### src/urmc_pkg.sv
// Package with shared types, constants and codes for the ultrasonic range motion classifier.
`default_nettype none
package urmc_pkg;

  localparam int TimeW  = 40;
  localparam int DistW  = 17;
  localparam int SpeedW = 14;
  localparam int CountW = 16;
  localparam int CfgW   = 24;
  localparam int CfgIdxW = 3;

  // Opcodes of an input item.
  localparam logic [1:0] OP_RISE = 2'd0;
  localparam logic [1:0] OP_FALL = 2'd1;
  localparam logic [1:0] OP_TICK = 2'd2;

  // Configuration register indexes.
  localparam logic [CfgIdxW-1:0] REG_MIN_ECHO  = 3'd0;
  localparam logic [CfgIdxW-1:0] REG_MAX_ECHO  = 3'd1;
  localparam logic [CfgIdxW-1:0] REG_JUMP      = 3'd2;
  localparam logic [CfgIdxW-1:0] REG_TRIG_INT  = 3'd3;
  localparam logic [CfgIdxW-1:0] REG_SPEED_INT = 3'd4;
  localparam logic [CfgIdxW-1:0] REG_HOLD      = 3'd5;
  localparam logic [CfgIdxW-1:0] REG_ANGRY     = 3'd6;

  // Motion levels.
  localparam logic [1:0] LVL_NONE = 2'd0;
  localparam logic [1:0] LVL_SLOW = 2'd1;
  localparam logic [1:0] LVL_FAST = 2'd2;
  localparam logic [1:0] LVL_BACK = 2'd3;

  localparam logic [DistW-1:0] DistMax   = 17'd131071;
  localparam logic [DistW-1:0] NearZero  = 17'd25;
  localparam logic [DistW-1:0] BigChange = 17'd5120;

  // Divider: magnitude of num is below 5121*1e6 < 2^33; den is at least 256, so the
  // quotient fits in NumW bits with room to spare.
  localparam int NumW = 33;
  localparam int DenW = 48;
  localparam int DivSteps = NumW;

  // Commands from the controller to the datapath.
  typedef struct packed {
    logic load_item;   // latch input item fields
    logic fall_scale;  // register the scaled echo width
    logic fall_raw;    // register the raw distance
    logic do_fall;     // perform falling edge processing
    logic do_rise;     // record rising edge
    logic do_trig;     // tick: trigger decision and speed due check
    logic eval_first;  // first evaluation record
    logic eval_setup;  // take delta and denominator, start divide
    logic div_step;    // one restoring divide step
    logic eval_finish; // classify and update level
    logic out_load;    // load output register
  } urmc_cmd_t;

  // Status from the datapath to the controller.
  typedef struct packed {
    logic is_rise;
    logic is_fall;
    logic is_tick;
    logic speed_due;
    logic first_eval;
    logic big_change;
    logic div_done;
  } urmc_stat_t;

endpackage
`default_nettype wire

### src/urmc_ctrl.sv
// Controller state machine sequencing one item through the datapath.
`default_nettype none
module urmc_ctrl (
  input  wire logic                 clk,
  input  wire logic                 rst,
  input  wire logic                 in_valid,
  output logic                      in_stall,
  output logic                      out_valid,
  input  wire logic                 out_stall,
  input  wire urmc_pkg::urmc_stat_t stat,
  output urmc_pkg::urmc_cmd_t       cmd
);

  typedef enum logic [2:0] {
    S_IDLE, S_EXEC, S_RAW, S_FALL, S_EVAL, S_DIV, S_FIN, S_OUT
  } state_t;

  state_t state, state_next;
  logic   out_valid_next;

  // Accept a new item only while idle and the output register is free.
  assign in_stall = !(state == S_IDLE) || (out_valid && out_stall);

  // Next state and commands.
  always_comb begin
    cmd = '0;
    state_next = state;
    out_valid_next = out_valid && out_stall;
    unique case (state)
      S_IDLE: begin
        if (in_valid && !in_stall) begin
          cmd.load_item = 1'b1;
          state_next = S_EXEC;
        end
      end
      S_EXEC: begin
        if (stat.is_rise) begin
          cmd.do_rise = 1'b1;
          state_next = S_OUT;
        end else if (stat.is_fall) begin
          cmd.fall_scale = 1'b1;
          state_next = S_RAW;
        end else if (stat.is_tick) begin
          cmd.do_trig = 1'b1;
          state_next = stat.speed_due ? S_EVAL : S_OUT;
        end else begin
          state_next = S_OUT;
        end
      end
      S_RAW: begin
        cmd.fall_raw = 1'b1;
        state_next = S_FALL;
      end
      S_FALL: begin
        cmd.do_fall = 1'b1;
        state_next = S_OUT;
      end
      S_EVAL: begin
        if (stat.first_eval) begin
          cmd.eval_first = 1'b1;
          state_next = S_OUT;
        end else begin
          cmd.eval_setup = 1'b1;
          state_next = stat.big_change ? S_OUT : S_DIV;
        end
      end
      S_DIV: begin
        cmd.div_step = 1'b1;
        if (stat.div_done) begin
          state_next = S_FIN;
        end
      end
      S_FIN: begin
        cmd.eval_finish = 1'b1;
        state_next = S_OUT;
      end
      S_OUT: begin
        if (!(out_valid && out_stall)) begin
          cmd.out_load = 1'b1;
          out_valid_next = 1'b1;
          state_next = S_IDLE;
        end
      end
      default: state_next = S_IDLE;
    endcase
  end

  // State and output valid registers.
  always_ff @(posedge clk) begin
    if (rst) begin
      state <= S_IDLE;
      out_valid <= 1'b0;
    end else begin
      state <= state_next;
      out_valid <= out_valid_next;
    end
  end

endmodule
`default_nettype wire

### src/urmc_dp.sv
// Datapath: configuration, ranging state, speed divider and classification.
`default_nettype none
module urmc_dp (
  input  wire logic                                  clk,
  input  wire logic                                  rst,
  input  wire logic                                  cfg_we,
  input  wire logic [urmc_pkg::CfgIdxW-1:0]          cfg_index,
  input  wire logic [urmc_pkg::CfgW-1:0]             cfg_data,
  input  wire logic [1:0]                            opcode,
  input  wire logic [urmc_pkg::CountW-1:0]           echo_count,
  input  wire logic [urmc_pkg::TimeW-1:0]            now_us,
  input  wire urmc_pkg::urmc_cmd_t                   cmd,
  output urmc_pkg::urmc_stat_t                       stat,
  output logic                                       trigger,
  output logic [urmc_pkg::DistW-1:0]                 distance,
  output logic                                       new_distance,
  output logic [1:0]                                 motion_level,
  output logic signed [urmc_pkg::SpeedW-1:0]         speed
);
  localparam int TW = urmc_pkg::TimeW;
  localparam int DW = urmc_pkg::DistW;
  localparam int NW = urmc_pkg::NumW;
  localparam int EW = urmc_pkg::DenW;

  // Configuration registers.
  logic [15:0] min_echo, max_echo;
  logic [DW-1:0] jump_limit;
  logic [23:0] trig_int, speed_int, hold_time;
  logic angry;

  always_ff @(posedge clk) begin
    if (rst) begin
      min_echo <= 16'd300;
      max_echo <= 16'd50000;
      jump_limit <= 17'd10240;
      trig_int <= 24'd30000;
      speed_int <= 24'd100000;
      hold_time <= 24'd2500000;
      angry <= 1'b0;
    end else if (cfg_we) begin
      unique case (cfg_index)
        urmc_pkg::REG_MIN_ECHO:  min_echo <= cfg_data[15:0];
        urmc_pkg::REG_MAX_ECHO:  max_echo <= cfg_data[15:0];
        urmc_pkg::REG_JUMP:      jump_limit <= cfg_data[DW-1:0];
        urmc_pkg::REG_TRIG_INT:  trig_int <= cfg_data;
        urmc_pkg::REG_SPEED_INT: speed_int <= cfg_data;
        urmc_pkg::REG_HOLD:      hold_time <= cfg_data;
        urmc_pkg::REG_ANGRY:     angry <= cfg_data[0];
        default: ;
      endcase
    end
  end

  // Latched input item.
  logic [1:0] op_q;
  logic [15:0] cnt_q;
  logic [TW-1:0] now_q;

  always_ff @(posedge clk) begin
    if (cmd.load_item) begin
      op_q <= opcode;
      cnt_q <= echo_count;
      now_q <= now_us;
    end
  end

  // Block state.
  logic measuring, first_eval, trig_q, fresh_q;
  logic [15:0] echo_start;
  logic [DW-1:0] filt, dist_ref;
  logic [TW-1:0] last_trig, last_spd, last_mot;
  logic [1:0] held;
  logic signed [urmc_pkg::SpeedW-1:0] last_speed;

  // Falling edge: width, raw distance, jump check and blend.
  // Raw distance rounds width * 21952 / 10000 half up, written as (w * 2744 + 625) / 1250.
  logic [15:0] width;
  logic [27:0] scaled, scaled_q;
  logic [55:0] raw_prod;
  logic [17:0] rq;
  logic [DW-1:0] raw_q, jump;
  logic [20:0] blend_sum;
  logic [42:0] blend_prod;
  logic [DW-1:0] blended;
  logic width_ok;

  assign width = cnt_q - echo_start;
  assign width_ok = !(width < min_echo) && !(width > max_echo);
  assign scaled = 28'(width) * 28'd2744 + 28'd625;
  // Division by 1250 as a multiply by ceil(2^38 / 1250), exact over the scaled range.
  assign raw_prod = 56'(scaled_q) * 56'd219902326;
  assign rq = raw_prod[55:38];
  assign jump = (raw_q > filt) ? raw_q - filt : filt - raw_q;
  assign blend_sum = 21'd3 * 21'(filt) + 21'd7 * 21'(raw_q) + 21'd5;
  // Division by 10 as a multiply by ceil(2^25 / 10), exact over the blend range.
  assign blend_prod = 43'(blend_sum) * 43'd3355444;
  assign blended = blend_prod[25 +: DW];

  // Scaled width and saturated raw distance, one registered step each.
  always_ff @(posedge clk) begin
    if (cmd.fall_scale) begin
      scaled_q <= scaled;
    end
    if (cmd.fall_raw) begin
      raw_q <= (rq > 18'(urmc_pkg::DistMax)) ? urmc_pkg::DistMax : rq[DW-1:0];
    end
  end

  // Tick checks.
  logic [TW-1:0] dt_trig, dt_spd, dt_mot;
  assign dt_trig = now_q - last_trig;
  assign dt_spd = now_q - last_spd;
  assign dt_mot = now_q - last_mot;

  // Speed evaluation: signed delta, sign-magnitude numerator, denominator.
  logic signed [DW:0] delta;
  logic [DW-1:0] mag;
  logic big;
  assign delta = $signed({1'b0, filt}) - $signed({1'b0, dist_ref});
  assign mag = delta[DW] ? DW'(-delta) : delta[DW-1:0];
  assign big = mag > urmc_pkg::BigChange;

  // Divider registers: restoring division of |num| by den, one bit per step.
  logic neg;
  logic [NW-1:0] num_mag;
  logic [EW-1:0] den;
  logic [NW-1:0] quo;
  logic [EW:0] rem;
  logic [5:0] step;
  logic [EW:0] rem_shift;
  logic [EW:0] rem_sub;

  assign rem_shift = {rem[EW-1:0], num_mag[NW-1]};
  assign rem_sub = rem_shift - {1'b0, den};

  // Final classification on exact quotient and remainder.
  // |num| compared with k*den via quotient: |num| < k*den iff q < k.
  logic zero_band;
  logic [1:0] level;
  logic signed [urmc_pkg::SpeedW-1:0] sat_q;
  logic exact;
  always_comb begin
    exact = (rem == '0);
    zero_band = quo < NW'(8);
    level = urmc_pkg::LVL_NONE;
    if (quo > NW'(8191) && !neg) begin
      sat_q = 14'sd8191;
    end else if (quo > NW'(8191)) begin
      sat_q = -14'sd8192;
    end else if (neg) begin
      sat_q = -$signed(quo[13:0]);
    end else begin
      sat_q = $signed(quo[13:0]);
    end
    if (neg) begin
      // -15 < v < -5 means 5 < |v| < 15.
      if ((quo > NW'(5) || (quo == NW'(5) && !exact)) && quo < NW'(15)) begin
        level = angry ? urmc_pkg::LVL_NONE : urmc_pkg::LVL_SLOW;
      end else if (!(quo < NW'(15))) begin
        level = urmc_pkg::LVL_FAST;
      end
    end else if (quo > NW'(4) || (quo == NW'(4) && !exact)) begin
      level = urmc_pkg::LVL_BACK;
    end
  end

  // State updates by command.
  always_ff @(posedge clk) begin
    if (rst) begin
      measuring <= 1'b0;
      echo_start <= '0;
      filt <= '0;
      last_trig <= '0;
      last_spd <= '0;
      dist_ref <= '0;
      last_mot <= '0;
      first_eval <= 1'b1;
      held <= urmc_pkg::LVL_NONE;
      last_speed <= '0;
      trig_q <= 1'b0;
      fresh_q <= 1'b0;
      step <= '0;
    end else begin
      if (cmd.load_item) begin
        trig_q <= 1'b0;
        fresh_q <= 1'b0;
      end
      if (cmd.do_rise) begin
        echo_start <= cnt_q;
        measuring <= 1'b1;
      end
      if (cmd.do_fall && measuring) begin
        measuring <= 1'b0;
        if (width_ok) begin
          if (filt > urmc_pkg::NearZero) begin
            if (!(jump > jump_limit)) begin
              filt <= blended;
              fresh_q <= 1'b1;
            end
          end else begin
            filt <= raw_q;
            fresh_q <= 1'b1;
          end
        end
      end
      if (cmd.do_trig && dt_trig > TW'(trig_int) && !measuring) begin
        trig_q <= 1'b1;
        measuring <= 1'b1;
        last_trig <= now_q;
      end
      if (cmd.eval_first) begin
        dist_ref <= filt;
        last_spd <= now_q;
        first_eval <= 1'b0;
      end
      if (cmd.eval_setup) begin
        dist_ref <= filt;
        last_spd <= now_q;
        neg <= delta[DW];
        num_mag <= NW'(mag) * NW'(1000000);
        den <= (dt_spd == '0) ? EW'(256) : {dt_spd, 8'd0};
        quo <= '0;
        rem <= '0;
        step <= '0;
      end
      if (cmd.div_step) begin
        num_mag <= {num_mag[NW-2:0], 1'b0};
        if (!rem_sub[EW]) begin
          rem <= rem_sub;
          quo <= {quo[NW-2:0], 1'b1};
        end else begin
          rem <= rem_shift;
          quo <= {quo[NW-2:0], 1'b0};
        end
        step <= step + 6'd1;
      end
      if (cmd.eval_finish) begin
        if (zero_band) begin
          last_speed <= '0;
        end else begin
          last_speed <= sat_q;
        end
        if (!zero_band && level != urmc_pkg::LVL_NONE) begin
          held <= level;
          last_mot <= now_q;
        end else if (dt_mot > TW'(hold_time)) begin
          held <= urmc_pkg::LVL_NONE;
        end
      end
    end
  end

  // Status to the controller.
  always_comb begin
    stat.is_rise = (op_q == urmc_pkg::OP_RISE);
    stat.is_fall = (op_q == urmc_pkg::OP_FALL);
    stat.is_tick = (op_q == urmc_pkg::OP_TICK);
    stat.speed_due = dt_spd > TW'(speed_int);
    stat.first_eval = first_eval;
    stat.big_change = big;
    stat.div_done = (step == 6'(urmc_pkg::DivSteps - 1));
  end

  // Output register.
  always_ff @(posedge clk) begin
    if (cmd.out_load) begin
      trigger <= trig_q;
      distance <= filt;
      new_distance <= fresh_q;
      motion_level <= held;
      speed <= last_speed;
    end
  end

endmodule
`default_nettype wire

### src/ultrasonic_range_motion_classifier.sv
// Top level of the ultrasonic range motion classifier.
//
//  channel | direction | handshake          | payload
//  --------+-----------+--------------------+------------------------------------------
//  in      | input     | in_valid/in_stall  | opcode, echo_count, now_us
//  out     | output    | out_valid/out_stall| trigger, distance, new_distance, motion_level, speed
//  cfg     | input     | cfg_we             | cfg_index, cfg_data
//
// Rising edges, plain ticks and unused opcodes go through execute and output; falling edges
// add the registered scaled width and raw distance steps, a tick with a first or skipped
// speed evaluation adds evaluate, and a divided one the 33-step restoring divider and finish.
// One item is in work at a time; the next is taken once the result sits in the output register.
// Synchronous reset sets control, config and ranging state, not item, divider or output data.
// A stalled output holds its item, and input is stalled until that register frees.
`default_nettype none
module ultrasonic_range_motion_classifier (
  input  wire logic                                  clk,
  input  wire logic                                  rst,
  input  wire logic                                  cfg_we,
  input  wire logic [urmc_pkg::CfgIdxW-1:0]          cfg_index,
  input  wire logic [urmc_pkg::CfgW-1:0]             cfg_data,
  input  wire logic                                  in_valid,
  output logic                                       in_stall,
  input  wire logic [1:0]                            opcode,
  input  wire logic [urmc_pkg::CountW-1:0]           echo_count,
  input  wire logic [urmc_pkg::TimeW-1:0]            now_us,
  output logic                                       out_valid,
  input  wire logic                                  out_stall,
  output logic                                       trigger,
  output logic [urmc_pkg::DistW-1:0]                 distance,
  output logic                                       new_distance,
  output logic [1:0]                                 motion_level,
  output logic signed [urmc_pkg::SpeedW-1:0]         speed
);

  urmc_pkg::urmc_cmd_t  cmd;
  urmc_pkg::urmc_stat_t stat;

  urmc_ctrl u_ctrl (
    .clk, .rst, .in_valid, .in_stall, .out_valid, .out_stall, .stat, .cmd
  );

  urmc_dp u_dp (
    .clk, .rst, .cfg_we, .cfg_index, .cfg_data, .opcode, .echo_count, .now_us,
    .cmd, .stat, .trigger, .distance, .new_distance, .motion_level, .speed
  );

endmodule
`default_nettype wire

### config.mk
export PLATFORM = sky130hd
export DESIGN_NAME = ultrasonic_range_motion_classifier
export DESIGN_NICKNAME = d
export VERILOG_FILES = /design/src/urmc_pkg.sv /design/src/urmc_ctrl.sv /design/src/urmc_dp.sv /design/src/ultrasonic_range_motion_classifier.sv
export SDC_FILE = /design/constraint.sdc
export NUM_CORES = 2
export LEC_CHECK = 0
export ABC_AREA = 1
export BUFFER_PORTS_ARGS = -buffer_cell sky130_fd_sc_hd__buf_2
export CAP_MARGIN = 5
export CELL_PAD_IN_SITES_DETAIL_PLACEMENT = 2
export CELL_PAD_IN_SITES_GLOBAL_PLACEMENT = 2
export CORE_MARGIN = 8
export CORE_UTILIZATION = 36
export DETAILED_ROUTE_END_ITERATION = 8
export PLACE_DENSITY_LB_ADDON = 0.08
export SLEW_MARGIN = 5
export SYNTH_ARGS = -nofsm -noshare
export SYNTH_HDL_FRONTEND = slang
export SYNTH_SLANG_ARGS = --single-unit
### constraint.sdc
create_clock -name clk -period 8.7 [get_ports clk]
set_clock_uncertainty 0.2 [all_clocks]
set_input_delay 1.74 -clock clk [delete_from_list [all_inputs] [get_ports clk]]
set_output_delay 1.74 -clock clk [all_outputs]
set_load 0.1 [all_outputs]
==> impl_metrics.ini <==
[status]
status = finished, violations left
violations = negative setup slack

[critical_path]
critPathCaptureType = flop
crit_required_ps = 9140
cp-start-kind = flop
path_class = flop to flop
crit_arrival_ps = 9760
path_common_cell = fa_1
critPathMaxStageDelay_ps = 540
critPathMaxFanout = 5
crit_slowest_cell = fa_2
r2r_cells = 45

[drt]
vias = 61821
vias_per_cell = 5.14
wl_mm = 275
route.detailed.drc = 0
routedWlPerCell_um = 22.8
ant_nets = 0
drtIter0Drc = 2427
drt-pass1-iter-count = 5

[floorplanning]
num_rows = 162
core_area_um2 = 195000
die_h_um = 458
start_util = 0.361
die_w_um = 458
die_area_um2 = 210000
ioPinCount = 127

[synth]
ys_seq_area_frac = 0.213
synth_warnings = 0
synth_cell_types = 65
ys_seq_elements = 607
synthArstFlopShare = 0
syn_area_um2 = 70300
avgSynthCellArea_um2 = 7.86
synth-main-ff-cell = dfxtp_1
synth_nets = 10672
syn_inst = 8943
synth_edf_count = 285

[clocking]
cts_tree = yes
h-tree-depth = 3
cts_root_buf = clkbuf_16
clk_transition_reported_paths_ps = 60
cts_sinks = 607
clk_path_buf_depth = 3
clk_latency_ps = 730
numCtsBuffers = 81
hold_buffers = 0

[grt]
track_usage = 0.257
grt_remaining_overflow = 0
grt_max_degree = 122
grt_pass1_vias = 70191
grt_pass1_wl_mm = 421
antenna_found_initial = 12

[sta]
worst_pin_slew_ps = 1180
fin_crit_sh = 1.07
max_freq_mhz = 107
final_max_slew_viol_count = 0
max_slew_margin = 0.213
min_period_ps = 9320
fin_ws_ps = -617
setup_viol = 17
holdWs_ps = 236
tns_ps = -9260
rsz0062_at_grt = yes
hold_violations = 0

[place]
io_buffers = 126
hpwl_mm = 233
place.gp.congestion = 0.929
pre_cts_ws_ps = -1060

[job]
maxCapViolations = 0

[cells_and_area]
final_common_cell = inv_1
nNetsFinal = 11150
final_cell_mix = inv_1, nand2_1, ha_1
syn2layout_area_growth_pct = 15.0
final_layout_size_suffix_gt1_frac = 0.0985

[hold_path]
whs_path_depth = 0
hold_path.class = flop to flop
-- cells by family (layout without fill, tap and decap cells) --
family	Yosys count	in the layout	synth area share
buffers and inverters	2202	2749	0.118
adders and majority gates	1639	1639	0.358
and+or+nand+nor	2699	2699	0.157
AOI/OAI and AO/OA	1497	1497	0.115
other	0	3	0
muxes	5	5	0.000783
DFF	607	607	0.213
xor gates and xnor gates	294	294	0.0370
-- registers in the layout (all words and copies together) (netlist names), 16 cells and up --
signal,cells
u_dp.rem,49
u_dp.den,40
u_dp.last_mot,40
u_dp.last_spd,40
u_dp.last_trig,40
u_dp.now_q,40
u_dp.quo,33
u_dp.num_mag,27
u_dp.scaled_q,25
u_dp.hold_time,24
u_dp.speed_int,24
u_dp.trig_int,24
u_dp.dist_ref,17
u_dp.distance,17
u_dp.filt,17
u_dp.jump_limit,17
u_dp.raw_q,17
u_dp.cnt_q,16
u_dp.echo_start,16
u_dp.max_echo,16
u_dp.min_echo,16
-- cell usage after synthesis, drive strengths merged (57+ instances only) --
master	n	area, µm²
a21oi	746	3740
clkbuf	91	345
dfxtp	322	6450
edfxtp	285	8560
fa	621	12400
ha	1018	12700
inv	2075	7790
nand2	1554	5850
nand3	254	1280
nand4	83	541
nor2	682	2590
o211ai	57	428
o21ai	506	2540
xnor2	101	892
xor2	193	1710
-- worst max-delay path, delay by kind of cell, from the launching register on --
family,cells,cell delay [ps]
flip-flops,1,360
XOR/XNOR,1,280
buffers and inverters,10,770
adder cells (fa/ha/maj),12,4700
AO/OA/AOI/OAI,11,1710
AND/OR/NAND/NOR,11,1190
-- repair_timing --
action | in CTS | in global routing
endpoints found under the setup margin | 19 | 21
pin swaps | 118 | 31
cloned | 0 | 0
setup buffers | 27 | 8
gates resized for setup | 155 | 56
-- final timing paths --
check	start	to	slack [ps]
setup / recovery	u_dp.raw_q[4]	u_dp.filt[16]	-620
hold / removal	u_dp.last_speed[6]	u_dp.speed[6]	240
setup reg to reg	u_dp.raw_q[4]	u_dp.filt[16]	-620
hold reg to reg	u_dp.last_speed[6]	u_dp.speed[6]	240
-- routing by layer --
metal | wire length, µm | track usage
met5 | 0 | 0
met3 | 7450 | 0.0243
met1 | 126000 | 0.340
met4 | 8210 | 0.0680
met2 | 133000 | 0.450
-- cell type report --
type / instances / area [µm²]
Antenna cell: 3 / 7.51
Tap cell: 2542 / 3180
Timing Repair Buffer: 520 / 3630
Clock buffer: 115 / 2320
Multi-Input combinational cell: 6134 / 48400
Clock inverter: 37 / 463
Sequential cell: 607 / 15000
Fill cell: 22296 / 114000
Inverter: 2077 / 7800
-- per-stage QoR --
stage	std cells	util	area, µm²
after detailed placement	11846	0.395	76800
final	12035	0.415	80800
after global placement	11846	0.395	76800
after floorplan	8943	-	70700
after global routing	12033	0.415	80800
after CTS	12024	0.414	80500
Power is left out: the tool's default activity adds up to more than one toggle a clock period on the data nets, which glitch-free logic cannot reach.
